## src/rtl/lspg_pkg.sv

```systemverilog
// shared types, constants and helper functions for the led strip pattern generator
// no dependencies; imported by the top level and its checker

package lspg_pkg;

   localparam int unsigned MAX_PIXELS = 1024;

   localparam int unsigned INDEX_W  = 10;
   localparam int unsigned STEP_W   = 32;
   localparam int unsigned LENGTH_W = 11;
   localparam int unsigned GRB_W    = 24;
   localparam int unsigned CSR_W    = 32;
   localparam int unsigned ADDR_W   = 4;

   localparam logic [LENGTH_W-1:0] STRIP_LENGTH_RESET = LENGTH_W'(60);
   localparam logic [CSR_W-1:0]    RANDOM_SEED_RESET  = 32'd1;

   localparam logic [31:0] LFSR_TAPS = 32'h8020_0003;

   localparam logic [GRB_W-1:0] COL_RED   = 24'h00FF00;
   localparam logic [GRB_W-1:0] COL_GREEN = 24'hFF0000;
   localparam logic [GRB_W-1:0] COL_BLUE  = 24'h0000FF;
   localparam logic [GRB_W-1:0] COL_WHITE = 24'hFFFFFF;
   localparam logic [GRB_W-1:0] COL_BLACK = 24'h000000;

   // greys: x / 100 as (x * 5243) >> 19, exact for x below 43690
   localparam int unsigned GREY_FOLD_W  = 15;
   localparam int unsigned GREY_RECIP   = 5243;
   localparam int unsigned GREY_SHIFT   = 19;
   localparam int unsigned GREY_PROD_W  = GREY_FOLD_W + 13;
   // byte weights of 2^8, 2^16, 2^24 modulo 100
   localparam int unsigned GREY_W1 = 56;
   localparam int unsigned GREY_W2 = 36;
   localparam int unsigned GREY_W3 = 16;

   // police: len / 6 as (len * 683) >> 12, exact for len below 2048
   localparam int unsigned SIX_RECIP = 683;
   localparam int unsigned SIX_SHIFT = 12;

   localparam logic [7:0] BREATH_KNEE_LO = 8'd150;
   localparam logic [7:0] BREATH_KNEE_HI = 8'd190;
   localparam logic [7:0] BREATH_TOP     = 8'hFF;
   localparam logic [3:0] BREATH_PAUSE_END = 4'd8;

   typedef enum logic [2:0] {
      MODE_BLANK   = 3'd0,
      MODE_SNAKES  = 3'd1,
      MODE_SCAN    = 3'd2,
      MODE_RANDOM  = 3'd3,
      MODE_SPARKLE = 3'd4,
      MODE_GREYS   = 3'd5,
      MODE_POLICE  = 3'd6,
      MODE_BREATH  = 3'd7
   } pattern_mode_type;

   typedef enum logic [1:0] {
      REG_MODE   = 2'd0,
      REG_LENGTH = 2'd1,
      REG_SEED   = 2'd2
   } csr_index_type;

   localparam logic [1:0] BREATH_RISE  = 2'd0;
   localparam logic [1:0] BREATH_FALL  = 2'd1;
   localparam logic [1:0] BREATH_PAUSE = 2'd2;

   localparam logic [1:0] SCAN_RED   = 2'd0;
   localparam logic [1:0] SCAN_GREEN = 2'd1;
   localparam logic [1:0] SCAN_BLUE  = 2'd2;

   // values derived from the strip length, captured when the length is written
   typedef struct packed {
      logic [INDEX_W-1:0] last;   // effective length - 1
      logic [INDEX_W-1:0] half;   // effective length / 2
      logic [7:0]         seg1;   // len / 6
      logic [8:0]         seg2;
      logic [9:0]         seg4;
      logic [9:0]         seg5;
   } len_cfg_type;

   function automatic len_cfg_type len_config(input logic [LENGTH_W-1:0] raw);
      logic [LENGTH_W-1:0] eff;
      logic [21:0]         prod;
      len_cfg_type         cfg;
      eff = raw;
      if (raw == '0) begin
         eff = LENGTH_W'(1);
      end else if (raw > LENGTH_W'(MAX_PIXELS)) begin
         eff = LENGTH_W'(MAX_PIXELS);
      end
      prod      = 22'(eff) * 22'(SIX_RECIP);
      cfg.last  = INDEX_W'(eff - LENGTH_W'(1));
      cfg.half  = INDEX_W'(eff >> 1);
      cfg.seg1  = prod[SIX_SHIFT +: 8];
      cfg.seg2  = {cfg.seg1, 1'b0};
      cfg.seg4  = {cfg.seg1, 2'b00};
      cfg.seg5  = {cfg.seg1, 2'b00} + {2'b00, cfg.seg1};
      return cfg;
   endfunction

   // one step of the galois lfsr, never landing on zero
   function automatic logic [31:0] lfsr_next(input logic [31:0] cur);
      logic [31:0] nxt;
      nxt = {1'b0, cur[31:1]} ^ (cur[0] ? LFSR_TAPS : 32'd0);
      if (nxt == '0) begin
         nxt = 32'd1;
      end
      return nxt;
   endfunction

endpackage

```

## src/rtl/led_strip_pattern_generator.sv

```systemverilog
// top level of the led strip pattern generator: request register, pattern logic,
// response register, animation state and apb-style register file; uses lspg_pkg
//
// usage
//   one request per pixel: req_pixel_index and req_frame_step, taken when req_valid
//   is high and req_stall low. each request gives one response (rsp_pixel_grb in
//   green/red/blue byte order, rsp_frame_last on the last pixel of the frame), except
//   in random and sparkle modes, where a frame step that is not a multiple of 8 is
//   consumed and gives no response.
//   path: a taken request is held in the request register, then in the response register.
//   throughput: one pixel per cycle while the response is not stalled, set by the single
//   register-to-register pass of the pattern logic; scan, police, breath and lfsr state
//   update in that same pass, so the following pixel already sees it.
//   stall: while rsp_stall holds a response, the request register holds too and
//   req_stall rises once it is full; skipped requests drain regardless.
//   reset: synchronous; clears both registers, the animation state, and loads the
//   register defaults (blank mode, 60 pixels, seed 1).
//   registers: mode at 0x0, strip length at 0x4, random seed at 0x8; writing the
//   seed also reloads the lfsr (zero loads as 1). write only while idle.

module led_strip_pattern_generator (
   input  logic                                 clock,
   input  logic                                 reset,
   // request channel
   input  logic                                 req_valid,
   output logic                                 req_stall,
   input  logic [lspg_pkg::INDEX_W-1:0]         req_pixel_index,
   input  logic [lspg_pkg::STEP_W-1:0]          req_frame_step,
   // response channel
   output logic                                 rsp_valid,
   input  logic                                 rsp_stall,
   output logic [lspg_pkg::GRB_W-1:0]           rsp_pixel_grb,
   output logic                                 rsp_frame_last,
   // register port
   input  logic                                 psel,
   input  logic                                 penable,
   input  logic                                 pwrite,
   input  logic [lspg_pkg::ADDR_W-1:0]          paddr,
   input  logic [lspg_pkg::CSR_W-1:0]           pwdata,
   output logic [lspg_pkg::CSR_W-1:0]           prdata,
   output logic                                 pready
);
   import lspg_pkg::*;

   // ---------------- register file ----------------
   pattern_mode_type      mode_ff;
   logic [LENGTH_W-1:0]   strip_length_ff;
   logic [CSR_W-1:0]      seed_ff;
   len_cfg_type           len_cfg_ff;
   csr_index_type         csr_index;
   logic                  csr_write;

   assign pready    = 1'b1;
   assign csr_index = csr_index_type'(paddr[ADDR_W-1:2]);
   assign csr_write = psel && penable && pwrite;

   always_comb begin
      unique case (csr_index)
         REG_MODE:   prdata = {(CSR_W-3)'(0), mode_ff};
         REG_LENGTH: prdata = {(CSR_W-LENGTH_W)'(0), strip_length_ff};
         REG_SEED:   prdata = seed_ff;
         default:    prdata = '0;
      endcase
   end

   // length-derived bounds are computed from the write data so they are ready
   // together with the length itself
   always_ff @(posedge clock) begin
      if (reset) begin
         mode_ff         <= MODE_BLANK;
         strip_length_ff <= STRIP_LENGTH_RESET;
         len_cfg_ff      <= len_config(STRIP_LENGTH_RESET);
         seed_ff         <= RANDOM_SEED_RESET;
      end else if (csr_write) begin
         unique case (csr_index)
            REG_MODE:   mode_ff <= pattern_mode_type'(pwdata[2:0]);
            REG_LENGTH: begin
               strip_length_ff <= pwdata[LENGTH_W-1:0];
               len_cfg_ff      <= len_config(pwdata[LENGTH_W-1:0]);
            end
            REG_SEED:   seed_ff <= pwdata;
            default:    ;
         endcase
      end
   end

   // ---------------- request register ----------------
   logic                    in_valid_ff;
   logic [INDEX_W-1:0]      in_index_ff;
   logic [6:0]              in_step_ff;     // frame step bits 6:0 for snakes and skip
   logic [GREY_FOLD_W-1:0]  in_grey_ff;     // frame step folded mod 100, plus index
   logic [GREY_FOLD_W-1:0]  grey_fold_in;
   logic                    req_take;
   logic                    skip;
   logic                    advance;

   // 2^32 folded by bytes with weights 2^8k mod 100; stays below 28819
   assign grey_fold_in = GREY_FOLD_W'(req_frame_step[31:24]) * GREY_FOLD_W'(GREY_W3)
                       + GREY_FOLD_W'(req_frame_step[23:16]) * GREY_FOLD_W'(GREY_W2)
                       + GREY_FOLD_W'(req_frame_step[15:8])  * GREY_FOLD_W'(GREY_W1)
                       + GREY_FOLD_W'(req_frame_step[7:0])
                       + GREY_FOLD_W'(req_pixel_index);

   // random and sparkle skip frame steps that are not multiples of 8
   assign skip    = ((mode_ff == MODE_RANDOM) || (mode_ff == MODE_SPARKLE))
                    && (in_step_ff[2:0] != 3'd0);
   assign advance = in_valid_ff && (skip || !rsp_valid || !rsp_stall);
   assign req_stall = in_valid_ff && !advance;
   assign req_take  = req_valid && !req_stall;

   always_ff @(posedge clock) begin
      if (reset) begin
         in_valid_ff <= 1'b0;
      end else if (req_take) begin
         in_valid_ff <= 1'b1;
      end else if (advance) begin
         in_valid_ff <= 1'b0;
      end
   end

   always_ff @(posedge clock) begin
      if (req_take) begin
         in_index_ff <= req_pixel_index;
         in_step_ff  <= req_frame_step[6:0];
         in_grey_ff  <= grey_fold_in;
      end
   end

   // ---------------- animation state ----------------
   logic [INDEX_W-1:0] scan_pos_ff,  scan_pos_in;
   logic               scan_rev_ff,  scan_rev_in;
   logic [1:0]         scan_col_ff,  scan_col_in;
   logic               police_ff,    police_in;
   logic [7:0]         breath_lvl_ff, breath_lvl_in;
   logic [1:0]         breath_ph_ff,  breath_ph_in;
   logic [3:0]         breath_pau_ff, breath_pau_in;
   logic [31:0]        noise_ff,      noise_in;

   logic               is_last;
   logic [31:0]        noise_step;
   logic [1:0]         scan_col_next;
   logic [INDEX_W-1:0] scan_up;
   logic [INDEX_W-1:0] scan_down;
   logic [3:0]         breath_step;
   logic [8:0]         breath_sum;
   logic [3:0]         breath_pau_inc;

   assign is_last       = (in_index_ff == len_cfg_ff.last);
   assign noise_step    = lfsr_next(noise_ff);
   assign scan_col_next = (scan_col_ff >= SCAN_BLUE) ? SCAN_RED : scan_col_ff + 2'd1;
   assign scan_up       = scan_pos_ff + INDEX_W'(1);
   assign scan_down     = scan_pos_ff - INDEX_W'(1);

   // breath speeds up near full brightness
   assign breath_step = 4'd1 + ((breath_lvl_ff > BREATH_KNEE_LO) ? 4'd5 : 4'd0)
                             + ((breath_lvl_ff > BREATH_KNEE_HI) ? 4'd7 : 4'd0);
   assign breath_sum     = {1'b0, breath_lvl_ff} + 9'(breath_step);
   assign breath_pau_inc = breath_pau_ff + 4'd1;

   always_comb begin
      scan_pos_in   = scan_pos_ff;
      scan_rev_in   = scan_rev_ff;
      scan_col_in   = scan_col_ff;
      police_in     = police_ff;
      breath_lvl_in = breath_lvl_ff;
      breath_ph_in  = breath_ph_ff;
      breath_pau_in = breath_pau_ff;
      noise_in      = noise_ff;

      if (csr_write && (csr_index == REG_SEED)) begin
         noise_in = (pwdata == '0) ? 32'd1 : pwdata;
      end else if (advance && !skip
                   && ((mode_ff == MODE_RANDOM) || (mode_ff == MODE_SPARKLE))) begin
         noise_in = noise_step;
      end

      if (advance && is_last) begin
         case (mode_ff)
            MODE_SCAN: begin
               if (!scan_rev_ff) begin
                  scan_pos_in = scan_up;
                  if (scan_up >= len_cfg_ff.last) begin
                     scan_rev_in = 1'b1;
                     scan_col_in = scan_col_next;
                  end
               end else if (scan_pos_ff == '0) begin
                  // turning at the bottom end, position stays put
                  scan_rev_in = 1'b0;
                  scan_col_in = scan_col_next;
               end else begin
                  scan_pos_in = scan_down;
                  if (scan_down == '0) begin
                     scan_rev_in = 1'b0;
                     scan_col_in = scan_col_next;
                  end
               end
            end
            MODE_POLICE: police_in = !police_ff;
            MODE_BREATH: begin
               case (breath_ph_ff)
                  BREATH_FALL: begin
                     if (breath_lvl_ff < 8'(breath_step)) begin
                        breath_lvl_in = '0;
                        breath_ph_in  = BREATH_PAUSE;
                     end else begin
                        breath_lvl_in = breath_lvl_ff - 8'(breath_step);
                     end
                  end
                  BREATH_PAUSE: begin
                     breath_pau_in = breath_pau_inc;
                     if (breath_pau_inc == BREATH_PAUSE_END) begin
                        breath_ph_in  = BREATH_RISE;
                        breath_pau_in = '0;
                     end
                  end
                  default: begin
                     // rising, and the unused phase code behaves the same
                     if (breath_sum > 9'(BREATH_TOP)) begin
                        breath_lvl_in = BREATH_TOP;
                        breath_ph_in  = BREATH_FALL;
                     end else begin
                        breath_lvl_in = breath_sum[7:0];
                     end
                  end
               endcase
            end
            default: ;
         endcase
      end
   end

   always_ff @(posedge clock) begin
      if (reset) begin
         scan_pos_ff   <= '0;
         scan_rev_ff   <= 1'b0;
         scan_col_ff   <= SCAN_RED;
         police_ff     <= 1'b0;
         breath_lvl_ff <= '0;
         breath_ph_ff  <= BREATH_RISE;
         breath_pau_ff <= '0;
         noise_ff      <= RANDOM_SEED_RESET;
      end else begin
         scan_pos_ff   <= scan_pos_in;
         scan_rev_ff   <= scan_rev_in;
         scan_col_ff   <= scan_col_in;
         police_ff     <= police_in;
         breath_lvl_ff <= breath_lvl_in;
         breath_ph_ff  <= breath_ph_in;
         breath_pau_ff <= breath_pau_in;
         noise_ff      <= noise_in;
      end
   end

   // ---------------- pattern logic ----------------
   logic [5:0]             snake_x;
   logic [GREY_PROD_W-1:0] grey_prod;
   logic [8:0]             grey_quot;
   logic [GREY_FOLD_W-1:0] grey_q100;
   logic [GREY_FOLD_W-1:0] grey_rem;
   logic [7:0]             grey_v;
   logic                   police_gap;
   logic [GRB_W-1:0]       police_lit;
   logic [GRB_W-1:0]       snake_col;
   logic [GRB_W-1:0]       scan_col;
   logic [GRB_W-1:0]       pixel_col;

   // snakes: 64-pixel repeat, three 10-pixel bands moving every other step
   assign snake_x = in_index_ff[5:0] + in_step_ff[6:1];

   always_comb begin
      if (snake_x < 6'd10) begin
         snake_col = COL_RED;
      end else if ((snake_x >= 6'd15) && (snake_x < 6'd25)) begin
         snake_col = COL_GREEN;
      end else if ((snake_x >= 6'd30) && (snake_x < 6'd40)) begin
         snake_col = COL_BLUE;
      end else begin
         snake_col = COL_BLACK;
      end
   end

   // greys: folded value mod 100 by reciprocal, q*100 as shifts
   assign grey_prod = GREY_PROD_W'(in_grey_ff) * GREY_PROD_W'(GREY_RECIP);
   assign grey_quot = grey_prod[GREY_SHIFT +: 9];
   assign grey_q100 = {grey_quot, 6'b0} + {1'b0, grey_quot, 5'b0}
                    + {4'b0, grey_quot, 2'b0};
   assign grey_rem  = in_grey_ff - grey_q100;
   assign grey_v    = grey_rem[7:0];

   // scan: one lit pixel
   always_comb begin
      if (in_index_ff != scan_pos_ff) begin
         scan_col = COL_BLACK;
      end else if (scan_col_ff == SCAN_RED) begin
         scan_col = COL_RED;
      end else if (scan_col_ff == SCAN_GREEN) begin
         scan_col = COL_GREEN;
      end else begin
         scan_col = COL_BLUE;
      end
   end

   // police: red half and blue half with two dark gap segments; on alternate frames only the gaps are lit
   assign police_gap = (({1'b0, in_index_ff} >= 11'(len_cfg_ff.seg1))
                        && ({1'b0, in_index_ff} < 11'(len_cfg_ff.seg2)))
                    || ((in_index_ff >= len_cfg_ff.seg4) && (in_index_ff < len_cfg_ff.seg5));
   assign police_lit = (in_index_ff < len_cfg_ff.half) ? COL_RED : COL_BLUE;

   always_comb begin
      unique case (mode_ff)
         MODE_SNAKES:  pixel_col = snake_col;
         MODE_SCAN:    pixel_col = scan_col;
         MODE_RANDOM:  pixel_col = noise_step[GRB_W-1:0];
         MODE_SPARKLE: pixel_col = (noise_step[3:0] == 4'd0) ? COL_WHITE : COL_BLACK;
         MODE_GREYS:   pixel_col = {grey_v, grey_v, grey_v};
         MODE_POLICE:  pixel_col = (police_gap ^ police_ff) ? COL_BLACK : police_lit;
         MODE_BREATH:  pixel_col = {breath_lvl_ff, 16'h0000};
         default:      pixel_col = COL_BLACK;
      endcase
   end

   // ---------------- response register ----------------
   logic             out_valid_ff;
   logic [GRB_W-1:0] out_grb_ff;
   logic             out_last_ff;

   always_ff @(posedge clock) begin
      if (reset) begin
         out_valid_ff <= 1'b0;
      end else if (advance && !skip) begin
         out_valid_ff <= 1'b1;
      end else if (!rsp_stall) begin
         out_valid_ff <= 1'b0;
      end
   end

   always_ff @(posedge clock) begin
      if (advance && !skip) begin
         out_grb_ff  <= pixel_col;
         out_last_ff <= is_last;
      end
   end

   assign rsp_valid      = out_valid_ff;
   assign rsp_pixel_grb  = out_grb_ff;
   assign rsp_frame_last = out_last_ff;

endmodule

```

## config.mk

```make
export PLATFORM = sky130hd
export DESIGN_NAME = led_strip_pattern_generator
export DESIGN_NICKNAME = d
export VERILOG_FILES = /design/src/rtl/lspg_pkg.sv /design/src/rtl/led_strip_pattern_generator.sv
export SDC_FILE = /design/constraint.sdc
export NUM_CORES = 1
export LEC_CHECK = 0
export BUFFER_PORTS_ARGS = -buffer_cell sky130_fd_sc_hd__buf_2
export CAP_MARGIN = 20
export CORE_MARGIN = 2
export CORE_UTILIZATION = 62
export CTS_CLUSTER_SIZE = 16
export DETAILED_ROUTE_END_ITERATION = 16
export GPL_TIMING_DRIVEN = 0
export PLACE_DENSITY = 0.82
export SLEW_MARGIN = 20
export SYNTH_ARGS = -nofsm -noshare
export SYNTH_HDL_FRONTEND = slang
export SYNTH_SLANG_ARGS = --single-unit
```

## constraint.sdc

```tcl
create_clock -name clock -period 16.45 [get_ports clock]
set_input_delay 0.8225 -clock clock [delete_from_list [all_inputs] [get_ports clock]]
set_output_delay 0.8225 -clock clock [all_outputs]
set_load 0.05 [all_outputs]
```

==> Word-level counts from Yosys, hierarchy flattened <==
Index checks and enable logic that the tools add are counted.
{ "op_classes": {"n_mux": 46, "magnitude_cmp": 17, "n_reduce_logical": 47, "n_addsub": 18, "eq_ne": 20, "mul": 4, "bitwise_logic": 3} }
{ "op_table": {"columns": ["operator", "count"], "rows": [
  ["$pmux 24 s7", 1],
  ["$mux 32", 5],
  ["$mux 24", 6],
  ["$pmux 32 s3", 1],
  ["$logic_not 32->1", 2],
  ["$mux 11", 5],
  ["$mux 16", 2],
  ["$xor 31x32->32", 1],
  ["$mul 15x13->25 const B", 1],
  ["$mux 8", 3],
  ["$ge 10x10->1", 2],
  ["$logic_not 10->1", 2],
  ["$lt 10x10->1", 2],
  ["$mul 11x10->20 const B", 1],
  ["$mux 10", 2],
  ["$sub 10x1->10 const B", 2],
  ["$add 8x8->8", 2],
  ["$gt 8x8->1 const B", 2],
  ["$mux 2", 8],
  ["$pmux 8 s2", 1],
  ["$add 12x14->15", 1],
  ["$add 15x10->15", 1],
  ["$add 15x14->15", 1],
  ["$add 15x8->15", 1],
  ["52 further kinds", 100]
]} }
{ "totals": {"elab_cells": 177, "ff_bits": 203, "out_inout_bits": 60, "input_bits": 85} }

==> Logic depth before layout (Yosys ltp) <==
Gate-level depths: netlist of the first run.
{ "depth": {"depth_word": 11, "depth_mapped": 33, "ltp_nobuf": 33} }

==> Least setup slack after synthesis of the first run <==
OpenSTA, ideal clock, no wires.
{ "synth_path": {"path_kind": "input to register", "startpoint": "in pwdata[2] (netlist name)", "endpoint": "reg len_cfg_ff[8] (netlist name)", "slack_ns": 9.070, "arrival_ns": 7.274, "path_stages": 31, "setup_ns": 0.106, "required_time_ns": 16.344, "path_buffers": 0, "path_cell_list": "or3_1 or4_1 a21oi_1 ha_1 ha_1 inv_1 fa_1 inv_1 fa_1 inv_1 fa_1 inv_1 ha_1 nor2b_1 o41ai_2 a21boi_0 o21ai_0 a21oi_1 or3_1 and2_1 ha_1 inv_1 fa_1 nor2b_1 o21ai_0 nand2b_1 a21o_1 a21oi_1 nand2_1 or3_1 o311ai_0"} }
{ "synth_via": {"elab_chain_cells": 8, "word_cells_on_any_way": 9, "cone_classes": "add/sub (1); mul (1); order compare (1); mux (5); reduce/logical (1)"} }
{ "synth_lines": {"columns": ["item", "line_no", "source"], "rows": [
  ["start: declaration", "led_strip_pattern_generator.sv:39", "input logic [lspg_pkg::CSR_W-1:0] pwdata,"],
  ["$gt 11x11->1", "lspg_pkg.sv:87", "end else if (raw > LENGTH_W'(MAX_PIXELS)) begin"],
  ["$mux 11", "lspg_pkg.sv:87", null],
  ["$mux 11 (*)", "lspg_pkg.sv:85", "if (raw == '0) begin"],
  ["$mux 11 (*)", "led_strip_pattern_generator.sv:75", "unique case (csr_index)"],
  ["$mux 11 (*)", "led_strip_pattern_generator.sv:74", "end else if (csr_write) begin"],
  ["$mux 11 (*)", "led_strip_pattern_generator.sv:69", "if (reset) begin"],
  ["$mul 11x10->20 (*)", "lspg_pkg.sv:90", "prod = 22'(eff) * 22'(SIX_RECIP);"],
  ["$add 10x8->10 (*)", "lspg_pkg.sv:96", "cfg.seg5 = {cfg.seg1, 2'b00} + {2'b00, cfg.seg1};"],
  ["end signal: assignment", "led_strip_pattern_generator.sv:72", "len_cfg_ff <= len_config(STRIP_LENGTH_RESET);"],
  ["end signal: assignment", "led_strip_pattern_generator.sv:79", "len_cfg_ff <= len_config(pwdata[LENGTH_W-1:0]);"],
  ["end: declaration", "led_strip_pattern_generator.sv:49", "len_cfg_type len_cfg_ff;"]
]} }
Mark *: on every way between the ends. The rest lies on a longest branch, timed or not. The select of a mux whose other input is x is not followed.
A chain may end at the register's enable or synchronous reset.

==> Worst setup path in the final report of the first run <==
{ "layout_path": {"startpoint": "reg in_grey_ff[5]", "endpoint": "reg out_grb_ff[15] (netlist: rsp_pixel_grb[15]) (data pin)"} }
{ "layout_via": {"elab_chain_cells": 5} }
{ "layout_lines": {"columns": ["item", "line_no", "source"], "rows": [
  ["start: declaration", "led_strip_pattern_generator.sv:91", "logic [GREY_FOLD_W-1:0] in_grey_ff;"],
  ["start signal: assignment", "led_strip_pattern_generator.sv:125", "in_grey_ff <= grey_fold_in;"],
  ["$mul 15x13->25", "led_strip_pattern_generator.sv:283", "assign grey_prod = GREY_PROD_W'(in_grey_ff) * GREY_PROD_W'(GREY_RECIP);"],
  ["$add 8x8->8", "led_strip_pattern_generator.sv:285", "assign grey_q100 = {grey_quot, 6'b0} + {1'b0, grey_quot, 5'b0}"],
  ["$add 8x8->8", "led_strip_pattern_generator.sv:286", "+ {4'b0, grey_quot, 2'b0};"],
  ["$sub 8x8->8 (*)", "led_strip_pattern_generator.sv:287", "assign grey_rem = in_grey_ff - grey_q100;"],
  ["$pmux 24 s7 (*)", "led_strip_pattern_generator.sv:310", "unique case (mode_ff)"],
  ["via pixel_col[15]", "led_strip_pattern_generator.sv:265", "logic [GRB_W-1:0] pixel_col;"],
  ["end signal: assignment", "led_strip_pattern_generator.sv:339", "out_grb_ff <= pixel_col;"],
  ["end: declaration", "led_strip_pattern_generator.sv:324", "logic [GRB_W-1:0] out_grb_ff;"]
]} }
The timed path passes the listed nets; every way through them passes the cells marked *.

==> metrics, run 1 <==
clk sinks 201; Cells after Synth 2020; Die Wd 176 um; Worst path slowest cell nor3b_1; Initial Util 0.625; final cell count without fillers 2592; GP Congestion 0.951; final worst-path cycle share 0.496; FF+latch count, synth 201; Vias 15000; max-cap violations 0; Hold Crit Endpoint seed_ff[20]$_SDFFE_PP0P_; mapped cell area 18400 um2; H-tree lvl count 1; RSZ-0062 raised after global routing no; CTS tree built; max incr delay on CP 0.67 ns; overall routing resource usage 0.303; WP data required 16.68 ns; DR DRC count 0; Final Util 0.694; Register Area 4590 um2; min-delay worst type flop to flop; Netlist cell types 70; async set-reset flop share out of synthesis 0; Core Rows 63; Synth Net Count 2528; R2R Path Start in_grey_ff[5]$_DFFE_PP_; register area share after synthesis 0.249; vias per inst 5.79; CP Data Arrival Time 8.39 ns; EDFF count, synth 57; Slew HR 0.375; Die H 176 um; hold buffers post-CTS 0; gr ovfl total 0; most frequent cells in the layout ha_1 (292), inv_1 (282), nand2_1 (218); layout cells sized above 1 0.104; Pre-Repair DR Iteration Count 6; Syn Area/Cell 9.12 um2; largest net degree at the start of global routing 32; Clock Skew 0.0259 ns; Synth-to-Final Area Change 11.0%; clk_lat worst skew 0.52 ns; io pins 145; critical path peak fanout 4; Register-to-Register Path Depth 26; Max clock buf depth 3; global-route wire length before repair 75600 um; dpl cells 2552; CP most frequent cell fa_1; kind of critical path flop to flop; fill cell count 2346; Hold Path Depth 2; Final nets 2694; Critical Path End Type flop; die area 31100 um2; drt total wl 46300 um; status complete, no violations; Multi-input gate area 12500 um2; flop2flop setup slack 8.29 ns; final critical-path required period 8.16 ns; PortBufs 140; core area 29500 um2; most common cell after layout, fill and taps aside ha_1; hold_sp seed_ff[20]$_SDFFE_PP0P_; Resize count post-CTS 0; Synthesis Warnings 0; top post-synthesis cells by area ha_1 (20%), dfxtp_1 (16%), fa_1 (14%); drt initial violations 992; Final ANT Viol Nets 0; DP HPWL 37400 um; Startpoint Class flop; Least-Margin Pin Slew 0.927 ns; antenna cells 0; Reg-to-Reg End rsp_pixel_grb[15]$_DFFE_PP_; vias in the first global route 15300; Final Max Slew Viols 0; Post-synth top flop dfxtp_1; initial antenna violation count 0; final setup vio count 0; Post-CTS Setup Inserts 0; CTS root buffer clkbuf_16; Synth top area share 0.198; Avg WL per Cell 17.9 um; Yosys top cell by area ha_1; cts bufs inserted 22; setup TNS 0 ns; Fin. Hold Viols 0; Worst-path clk slew 0.06 ns; f_max 123 MHz
## layout make-up
class	instances	share of cell area
Buffer	70	0.0131
Multi-Input combinational cell	1465	0.612
Sequential cell	201	0.225
Clock inverter	15	0.00875
Timing Repair Buffer	142	0.0366
Inverter	284	0.0521
Tap cell	390	0.0239
Clock buffer	25	0.0290
## cell families (layout without fill, tap and decap cells)
logic type / after synthesis / after routing / share of synthesized area
fa+ha+maj: 423 / 423 / 0.341
compound gates: 373 / 373 / 0.130
xor+xnor: 100 / 100 / 0.0483
buf+inv: 354 / 536 / 0.0724
simple gates: 522 / 522 / 0.132
flops: 201 / 201 / 0.249
mux: 46 / 46 / 0.0274
other cells: 1 / 1 / 0.000204
## per-stage QoR
| stage | cell area, um2 | hold WS (ns) | setup WS, ns |
|---|---|---|---|
| final | 20500 | 0.447 | 8.29 |
| after global routing | 20500 | 0.465 | 7.78 |
| after CTS | 20400 | 0.451 | 8.18 |
| after detailed placement | 19700 | 0.442 | 7.97 |
| after global placement | 19600 | 0.438 | 8.12 |
| after floorplan | 18400 | 0.432 | 9.07 |
## worst max path at each step
stage / cells after the start / endpoint / start
finish: 26 / rsp_pixel_grb[15]$_DFFE_PP_ / in_grey_ff[5]$_DFFE_PP_
global route: 26 / rsp_pixel_grb[15]$_DFFE_PP_ / in_grey_ff[6]$_DFFE_PP_
CTS: 26 / rsp_pixel_grb[15]$_DFFE_PP_ / in_grey_ff[6]$_DFFE_PP_
detailed placement: 33 / len_cfg_ff[8]$_SDFFE_PP0P_ / pwdata[5]
global placement: 33 / len_cfg_ff[8]$_SDFFE_PP0P_ / pwdata[5]
floorplan: 31 / len_cfg_ff[8]$_SDFFE_PP0P_ / pwdata[2]
## worst max-delay path: cells and delay by family, from the launching register on
family | cells | cell delay [ns]
adder cells (fa/ha/maj) | 9 | 3.95
AO/OA/AOI/OAI | 5 | 1.25
AND/OR/NAND/NOR | 4 | 1.08
XOR/XNOR | 3 | 0.66
flip-flops | 1 | 0.51
buffers and inverters | 5 | 0.41
## Yosys cell counts (5+ instances only)
cell and number:
mux2_2 35, a22o_1 9, or2_2 5, nand3b_1 6, a221o_1 5, o21bai_1 10, o211ai_1 8, and3_1 10
xor2_1 39, nor3_1 21, a211o_1 26, xnor2_1 60, mux2i_1 11, nand4_1 16, a21o_1 33, nor3b_1 5
dfxtp_1 144, nand2_1 218, nor2_1 110, nor2b_1 16, and2_1 29, o21ai_0 57, inv_1 282, nand3_1 29
ha_1 292, a31oi_1 6, a22oi_1 6, a21oi_1 150, o21a_1 9, o32ai_1 5, a211oi_1 14, nor4_1 17
fa_1 131, or3_1 10, or4_1 5, edfxtp_1 57, nand2b_1 13, o31ai_1 5, clkbuf_1 64
## per-layer routing
metal / up-vias / share of wire / global-route usage
li1: 7188 / - / -
met1: 7216 / 0.42 / 0.389
met2: 482 / 0.49 / 0.530
met3: 126 / 0.052 / 0.0353
met4: 0 / 0.035 / 0.105
met5: - / 0 / 0
## flip-flops by register name, summed over array words and instances (netlist names), 3 cells and up
signal,cells
breath_lvl_ff,8
breath_pau_ff,4
in_grey_ff,15
in_index_ff,10
in_step_ff,7
len_cfg_ff,36
mode_ff,3
noise_ff,32
rsp_pixel_grb,24
scan_pos_ff,10
seed_ff,32
strip_length_ff,11
Power of run 1 is left out: the tool's default activity adds up to more than one toggle a clock period on the data nets, which glitch-free logic cannot reach.
==> inputs of run 2 (changes only) <==
Settings changed: ABC_AREA set to 1.
Clock period 16.45 ns to 7.6 ns, I/O delays scaled along.
==> metrics, run 2 <==
gr ovfl total 0; Vias 17400; Initial Util 0.632; top post-synthesis cells by area ha_1 (19%), dfxtp_1 (15%), fa_1 (14%); kind of critical path flop to flop; CP most frequent cell nand2_1; WP data required 7.86 ns; Final Max Slew Viols 0; biggest regs len_cfg_ff x36, noise_ff x32, seed_ff x32; most common cell after layout, fill and taps aside inv_1; Final ANT Viol Nets 0; Slew HR 0.420; max-cap violations 0; critical path peak fanout 4; final worst-path cycle share 0.966; PortBufs 141; Post-synth top flop dfxtp_1; io pins 145; Post-synth top cells inv_1 (474), nand2_1 (421), ha_1 (292); H-tree lvl count 1; GP Congestion 0.935; Worst path slowest cell fa_1; Synth top area share 0.189; clk_lat worst skew 0.53 ns; Synth Net Count 2972; EDFF count, synth 57; cts bufs inserted 24; CTS tree built; final critical-path required period 7.34 ns; Clock Skew 0.0211 ns; Netlist cell types 51; max incr delay on CP 0.56 ns; Startpoint Class flop; Yosys top cell by area ha_1; Die Wd 181 um; Cells after Synth 2464; async set-reset flop share out of synthesis 0; status complete, no violations; most frequent cell after synthesis inv_1; worst path bufs/invs 5; clk sinks 201; mapped cell area 19400 um2; Die H 181 um; number of flip-flops in the largest register 36; drt total wl 51700 um; DP HPWL 41400 um; flop2flop setup slack 0.26 ns; final setup vio count 0; Critical Path End Type flop; Final Util 0.707; initial antenna violation count 0; register area share after synthesis 0.237; layout cells sized above 1 0.102; Worst-path clk slew 0.06 ns; most frequent cells in the layout inv_1 (469), nand2_1 (417), ha_1 (286); drt initial violations 1588; Synth-to-Final Area Change 12.0%; overall routing resource usage 0.313; CP Data Arrival Time 7.60 ns; Syn Area/Cell 7.86 um2; Fin. Hold Viols 0; min-delay worst type input port to flop; die area 32700 um2; vias in the first global route 17000; Largest Register len_cfg_ff; Pre-Repair DR Iteration Count 6; Synthesis Warnings 0; core area 30700 um2; Final nets 3165; Core Rows 64; largest net degree at the start of global routing 33; Avg WL per Cell 16.8 um; CTS root buffer clkbuf_16; crit-path leading delay family adder cells; DR DRC count 0; setup ws final 0.257 ns; minimum setup slack after placement -0.0185 ns; setup TNS 0 ns; f_max 136 MHz; dpl cell area 20600 um2; Design Area, Final 21700 um2; vias per inst 5.67; Max clock buf depth 3; hold buffers post-CTS 0; global-route wire length before repair 83700 um; Least-Margin Pin Slew 0.870 ns; antenna cells 0; FF+latch count, synth 201
==> run 2: changes by cell type in the layout (fill, tap and decap cells not counted), sizes merged, moves of 35 or more <==
| cell | before | now |
|---|---|---|
| buf | 148 | 183 |
| inv | 285 | 486 |
| nor2 | 110 | 171 |
| o21ai | 58 | 154 |
| mux2 | 35 | 0 |
| nand2 | 219 | 424 |
| nand3 | 29 | 94 |
| a21oi | 150 | 212 |
==> run 2: final timing paths <==
check,startpoint,cells past startpoint,to
max reg2reg,in_grey_ff[11]$_DFFE_PP_,33,rsp_pixel_grb[7]$_DFFE_PP_
min reg2reg,strip_length_ff[9]$_SDFFE_PP0P_,2,strip_length_ff[9]$_SDFFE_PP0P_
max,in_grey_ff[11]$_DFFE_PP_,33,rsp_pixel_grb[7]$_DFFE_PP_
min,req_pixel_index[8],1,in_index_ff[8]$_DFFE_PP_
==> run 2: worst reg2reg max path: cells and delay by family, from the launching register on <==
kind                       cells  cell delay [ns]
adders and majority gates      9             4.01
and+or+nand+nor               14             1.22
AOI/OAI and AO/OA              4             0.86
DFF                            1             0.46
buffers and inverters          5             0.42
xor gates and xnor gates       1             0.12
==> run 2: cells by family (layout without fill, tap and decap cells) <==
group                    after synthesis  after routing  synth area share
AO/OA/AOI/OAI                        437            437             0.124
XOR/XNOR                              90             90            0.0407
adder cells (fa/ha/maj)              423            423             0.324
buffers and inverters                542            752             0.108
flip-flops                           201            201             0.237
other                                  1              1          0.000194
AND/OR/NAND/NOR                      770            770             0.167
==> run 2: per-layer routing <==
layer	global-route usage	routed length (um)	vias to the layer above
li1	-	-	8371
met1	0.425	22300	8205
met2	0.518	23800	702
met3	0.0375	3570	129
met4	0.108	1970	0
met5	0	0	-
==> run 2: through the flow <==
| stage | hold slack [ns] | std cells |
|---|---|---|
| after floorplan | 0.425 | 2464 |
| after global placement | 0.440 | 3001 |
| after detailed placement | 0.447 | 3001 |
| after CTS | 0.0513 | 3048 |
| after global routing | 0.0522 | 3070 |
| final | 0.0597 | 3070 |
==> run 2: timing repair <==
| action | CTS | global route |
|---|---|---|
| endpoints found under the setup margin | 3 | 3 |
| gates resized for setup | 0 | 24 |
| buffers inserted | 4 | 22 |
| cloned | 0 | 0 |
| pin swaps | 0 | 7 |
==> run 2: cell type report <==
cell class / instances / area [um2]
flip-flops and latches: 201 / 4590
repair buffers: 167 / 905
inverters: 485 / 1820
plain buffers: 57 / 264
well taps: 396 / 495
multi-input cells: 1721 / 12800
clock buffers: 30 / 644
clock inverters: 13 / 159
fillers: 2462 / 8970
Power of run 2 is left out for the same reason.
